File: src/rtl/tcw_pkg.sv
// ============================================================================
// tcw_pkg - shared definitions for the text console writer
// Screen geometry, cell encoding, action codes and the command and status
// structures that pass between the controller and the datapath.
// ============================================================================
package tcw_pkg;

    // Screen geometry
    localparam int SCREEN_COLS = 80;
    localparam int SCREEN_ROWS = 25;
    localparam int CELL_COUNT  = SCREEN_COLS * SCREEN_ROWS;
    localparam int COPY_COUNT  = SCREEN_COLS * (SCREEN_ROWS - 1);

    // Cell store addressing; the sweep counter can also hold CELL_COUNT itself
    localparam int ADDR_W  = (CELL_COUNT > 1) ? $clog2(CELL_COUNT) : 1;
    localparam int SWEEP_W = $clog2(CELL_COUNT + 1);

    // Field widths
    localparam int COL_W  = 7;
    localparam int ROW_W  = 5;
    localparam int CELL_W = 16;

    // Characters and attributes
    localparam logic [7:0] BLANK_CHAR   = 8'h20;
    localparam logic [7:0] NEWLINE_CHAR = 8'h0A;
    localparam logic [7:0] RESET_COLOR  = 8'h07;

    // Configuration port
    localparam int          PADDR_W        = 3;
    localparam int          PDATA_W        = 32;
    localparam logic        REG_TEXT_COLOR = 1'b0;

    typedef logic [ADDR_W-1:0]  addr_t;
    typedef logic [SWEEP_W-1:0] sweep_t;
    typedef logic [CELL_W-1:0]  cell_t;

    typedef enum logic [1:0] {
        ACT_PUT_CHAR = 2'd0,
        ACT_PUT_AT   = 2'd1,
        ACT_READ     = 2'd2,
        ACT_CLEAR    = 2'd3
    } action_t;

    // Commands from the controller to the datapath
    typedef struct packed {
        logic load_in;   // capture the request, clear the result
        logic wr_cell;   // write the request's cell
        logic rd_cell;   // read the cell at the given position
        logic take_rd;   // latch read data as the result entry
        logic set_bad;   // flag an off-screen position
        logic cur_step;  // advance the cursor after a put-char or newline
        logic cur_home;  // cursor to the top left corner
        logic sweep_clr; // sweep counter to zero
        logic sweep_inc; // sweep counter up by one
        logic copy_rd;   // read one row below the sweep address for a scroll
        logic fill_wr;   // write a blank at the sweep address
        logic fill_rst;  // blanks take the reset attribute
        logic out_load;  // move the result into the output register
    } dp_cmd_t;

    // Status from the datapath to the controller
    typedef struct packed {
        action_t act;
        logic    newline;
        logic    bad;
        logic    scroll_needed;
        logic    copy_last;
        logic    sweep_end;
    } dp_status_t;

    // Character in the low byte, attribute in the high byte
    function automatic cell_t make_cell(input logic [7:0] ch, input logic [7:0] attr);
        return {attr, ch};
    endfunction

    // Linear cell address of a screen position
    function automatic addr_t cell_addr(input logic [ROW_W-1:0] row,
                                        input logic [COL_W-1:0] col);
        sweep_t lin;
        lin = sweep_t'(row) * sweep_t'(SCREEN_COLS) + sweep_t'(col);
        return lin[ADDR_W-1:0];
    endfunction

endpackage

File: src/rtl/tcw_ctrl.sv
// ============================================================================
// tcw_ctrl - sequencing controller of the text console writer
// Runs the clearing pass after reset, decodes each request, steps the scroll
// and clear sweeps, and hands finished results to the output register.
// ============================================================================
module tcw_ctrl (
    input  logic                clk,
    input  logic                rst_n,
    input  logic                in_valid,
    output logic                in_ready,
    output logic                out_valid,
    input  logic                out_ready,
    input  tcw_pkg::dp_status_t st,
    output tcw_pkg::dp_cmd_t    cmd
);
    import tcw_pkg::*;

    typedef enum logic [2:0] {
        ST_INIT,
        ST_IDLE,
        ST_DECODE,
        ST_READ_WAIT,
        ST_COPY,
        ST_DRAIN,
        ST_FILL,
        ST_FINISH
    } state_t;

    state_t state_reg;
    state_t state_next;
    logic   out_valid_reg;
    logic   out_valid_next;

    // Next state and datapath commands
    always_comb
    begin
        state_next = state_reg;
        cmd        = '0;
        case (state_reg)
            ST_INIT:
            begin
                cmd.fill_wr   = 1'b1;
                cmd.fill_rst  = 1'b1;
                cmd.sweep_inc = 1'b1;
                if (st.sweep_end)
                begin
                    state_next = ST_IDLE;
                end
            end
            ST_IDLE:
            begin
                if (in_valid)
                begin
                    cmd.load_in = 1'b1;
                    state_next  = ST_DECODE;
                end
            end
            ST_DECODE:
            begin
                state_next = ST_FINISH;
                case (st.act)
                    ACT_PUT_CHAR:
                    begin
                        cmd.wr_cell  = !st.newline;
                        cmd.cur_step = 1'b1;
                        if (st.scroll_needed)
                        begin
                            cmd.sweep_clr = 1'b1;
                            if (COPY_COUNT > 0)
                            begin
                                state_next = ST_COPY;
                            end
                            else
                            begin
                                state_next = ST_FILL;
                            end
                        end
                    end
                    ACT_PUT_AT:
                    begin
                        cmd.set_bad = st.bad;
                        cmd.wr_cell = !st.bad;
                    end
                    ACT_READ:
                    begin
                        cmd.set_bad = st.bad;
                        cmd.rd_cell = !st.bad;
                        if (!st.bad)
                        begin
                            state_next = ST_READ_WAIT;
                        end
                    end
                    default:
                    begin
                        cmd.cur_home  = 1'b1;
                        cmd.sweep_clr = 1'b1;
                        state_next    = ST_FILL;
                    end
                endcase
            end
            ST_READ_WAIT:
            begin
                cmd.take_rd = 1'b1;
                state_next  = ST_FINISH;
            end
            ST_COPY:
            begin
                cmd.copy_rd   = 1'b1;
                cmd.sweep_inc = 1'b1;
                if (st.copy_last)
                begin
                    state_next = ST_DRAIN;
                end
            end
            ST_DRAIN:
            begin
                // The last copied cell is written back in this cycle.
                state_next = ST_FILL;
            end
            ST_FILL:
            begin
                cmd.fill_wr   = 1'b1;
                cmd.sweep_inc = 1'b1;
                if (st.sweep_end)
                begin
                    state_next = ST_FINISH;
                end
            end
            ST_FINISH:
            begin
                if (!out_valid_reg || out_ready)
                begin
                    cmd.out_load = 1'b1;
                    state_next   = ST_IDLE;
                end
            end
            default:
            begin
                state_next = ST_IDLE;
            end
        endcase
    end

    // Output register valid: set on load, cleared when the result transfers
    always_comb
    begin
        out_valid_next = out_valid_reg;
        if (cmd.out_load)
        begin
            out_valid_next = 1'b1;
        end
        else if (out_ready)
        begin
            out_valid_next = 1'b0;
        end
    end

    // State and registered outputs
    always_ff @(posedge clk or negedge rst_n)
    begin
        if (!rst_n)
        begin
            state_reg     <= ST_INIT;
            out_valid_reg <= 1'b0;
        end
        else
        begin
            state_reg     <= state_next;
            out_valid_reg <= out_valid_next;
        end
    end

    assign in_ready  = (state_reg == ST_IDLE);
    assign out_valid = out_valid_reg;

endmodule

File: config.mk
export PLATFORM = sky130hd
export DESIGN_NAME = tcw_ctrl
export DESIGN_NICKNAME = d
export VERILOG_FILES = /design/src/rtl/tcw_pkg.sv /design/src/rtl/tcw_ctrl.sv
export SDC_FILE = /design/constraint.sdc
export NUM_CORES = 1
export LEC_CHECK = 0
export BUFFER_PORTS_ARGS = -buffer_cell sky130_fd_sc_hd__buf_2
export CORE_AREA = 2 2 39 41
export DETAILED_ROUTE_END_ITERATION = 6
export DIE_AREA = 0 0 41 43
export GPL_TIMING_DRIVEN = 0
export MAX_ROUTING_LAYER = met4
export PLACE_DENSITY = 0.7
export SLEW_MARGIN = 30
export SYNTH_ARGS = -nofsm -noshare
export SYNTH_HDL_FRONTEND = slang
export SYNTH_SLANG_ARGS = --single-unit
File: constraint.sdc
create_clock -name clk -period 3.8 [get_ports clk]
set_input_delay 0.76 -clock clk [delete_from_list [all_inputs] [get_ports clk]]
set_output_delay 0.76 -clock clk [all_outputs]
set_load 0.02 [all_outputs]
==> summary.md <==
| Metric | Value |
|---|---|
| Initial antenna violation count | 0 |
| Clock skew | 0.00229 ns |
| Antenna cells | 0 |
| Final net count | 104 |
| Setup_tns | 0 ns |
| Tmin final | 2.56 ns |
| Final ANT Viol Nets | 0 |
| Die W | 41 um |
| Crit path required time | 3.04 ns |
| Largest net degree at the start of global routing | 11 |
| Leak | 0.344 nW |
| # hold bufs at CTS | 0 |
| Worst min path class | input port to async pin |
| Core area | 1380 um2 |
| CP Max Fanout | 4 |
| Crit path launch type | input port |
| Post-Synth Simple-Gate Area | 0.337 |
| Least-Margin Pin Slew | 0.378 ns |
| Post-Syn Nets | 74 |
| Setup violations, final | 0 |
| Largest family of logic cells by synthesized area | simple AND/OR/NAND/NOR gates |
| Clk Latency, worst-skew pair | 0.23 ns |
| Drt drc | 0 |
| Final HPWL from detailed placement | 804 um |
| Pwr dens | 671 nW/um2 |
| CTS max path bufs | 2 |
| Share of layout cells above drive strength 1 | 0.419 |
| Synth area leaders | dfrtp_1 22%, ha_1 14%, a21oi_1 5.6% |
| CTS tree | yes |
| PortBufs | 25 |
| Dominant synthesized flop cell | dfrtp_1 |
| First-pass GRT wire length | 1520 um |
| Drt pass-1 iters | 2 |
| Mux cell area share after synthesis | 0 |
| Synth Register Bits | 4 |
| Vias in the first global route | 385 |
| Crit path kind | input port to output port |
| Reg-to-reg startpoint | state_reg[1] |
| Placed Area | 594 um2 |
| XOR/XNOR Fraction of Synth Area | 0 |
| Async S/R FF share, synth | 1.00 |
| GRT Util Overall | 0.127 |
| CTS Buf Count | 3 |
| Final Cycle Share | 0.674 |
| Max FFs per register | 3 |
| Hold violation count in the final report | 0 |
| Compound-Gate Fraction of Synth Area | 0.189 |
| Adder-Cell Fraction of Synth Area | 0.139 |
| DR vias/cell | 4.77 |
| Mapped Cells | 58 |
| Crit. End Element | output port |
| Peak VDD IR | 186 uV |
| Final total power | 0.414 mW |
| GP Congestion | 0.700 |
| Unique masters post-synth | 25 |
| Die area | 1760 um2 |
| Yosys warning count | 0 |
| Top Ports | 26 |
| DR vias | 487 |
| Area grow syn2layout | 37.3% |
| Max Cap Violations | 0 |
| Top-area cell type share of the netlist area | 0.223 |
| Status | finished, final reports clean |
| Fmax | 390 MHz |
| Post-CTS Resized | 0 |
| Clock-pin slew on the worst setup and hold paths | 0.04 ns |
| Sequential cell area fraction in the yosys report | 0.223 |
| Post-CTS Setup Repair Bufs | 0 |
| Slew headroom | 0.745 |
| Post-synthesis cell area | 449 um2 |
| Initial DRC count | 1 |
| RSZ-0062 raised after global routing | false |
| GRT Residual Overflow | 0 |
| Post-DR wirelength/cell | 9.69 um |
| Htree depth | 1 |
| Syn avg cell area | 7.74 um2 |
| Initial cell density of the core | 0.325 |
| Root Driver | clkbuf_4 |
| Post-layout instance area | 617 um2 |
| # rows | 14 |
| Post-synth EDFFs | 0 |
| Worst endpoint data arrival time | 1.80 ns |
| Fill cell count | 147 |
| Slew Limit Fails | 0 |
| Die height | 43 um |
| Area leader, netlist | dfrtp_1 |
| CTS sink cnt | 4 |
| Crit path launch | st[5] |
| DP Worst Slack | 1.27 ns |
| PnR worst setup slack | 1.24 ns |
| Final wirelength | 988 um |
critical path, cell delays in order:
cell and delay, ns:
buf_2 0.12, inv_1 0.07, ha_1 0.30, a21oi_1 0.24, a21oi_1 0.07, nor2_1 0.08, buf_2 0.16
logic make-up after synthesis:
logic type	Yosys count
buffers and inverters	9
flip-flops	4
adder cells (fa/ha/maj)	5
AND/OR/NAND/NOR	26
AO/OA/AOI/OAI	14
cell usage after synthesis (2+ instances only):
master and instances:
buf_2 2, a21oi_1 5, o21ai_0 4, nor2_1 6
dfrtp_1 4, nand2b_1 3, a211oi_1 2, inv_1 4
and2_1 3, nand2_1 3, and3_1 3, ha_1 5
nor3_1 2
report_power, final:
group	switching (mW)	total [mW]	internal [mW]	leakage (nW)
Combinational	0.172	0.283	0.111	0.285
Clock	0.0159	0.0511	0.0352	0.0138
Sequential	0.0147	0.0794	0.0646	0.0450
metrics by stage:
stage,utilization,instances,hold slack [ns]
after floorplan,-,58,0.464
after global placement,0.429,99,0.503
after detailed placement,0.429,99,0.539
after CTS,0.446,102,0.315
after global routing,0.446,102,0.316
final,0.446,102,0.322
cells in the final DEF (no fill, tap or decap):
cell type / n
inv_1: 4
ha_1: 5
nor2b_1: 1
and3_1: 3
buf_2: 27
a221oi_1: 1
clkbuf_4: 3
nor3_1: 2
a211oi_1: 2
and2_1: 3
a32o_1: 1
nand2_1: 3
o22ai_1: 1
buf_6: 1
or3_4: 1
nor2_1: 6
nor3b_2: 1
nor3_2: 1
nand2b_1: 3
a21oi_1: 5
o21ai_0: 4
inv_4: 1
nand3_1: 1
buf_4: 1
dfrtp_1: 4
nor4_1: 1
cell type report:
cell class	instances	area (um2)	share of cell area
inverters	5	21.3	0.0345
multi-input cells	45	299	0.485
clock buffers	3	22.5	0.0365
well taps	16	20.0	0.0325
plain buffers	4	28.8	0.0467
repair buffers	25	125	0.203
flip-flops and latches	4	100	0.162
path summary, 6_finish.rpt:
check,end,slack [ns],cells past startpoint
setup / recovery,cmd[5],1.24,7
min in group clk,out_valid,0.53,2
hold reg to reg,out_valid,0.53,2
setup reg to reg,state_reg[0],2.59,5
max in group asynchronous,out_valid,3.36,1
hold / removal,state_reg[0],0.32,1
layer usage:
layer | track usage | routed length (um)
met3 | 0.0157 | 87
met1 | 0.162 | 451
met4 | 0.0600 | 0
met5 | - | 0
met2 | 0.191 | 449
No activity file was read; power rests on OpenSTA's default activity.
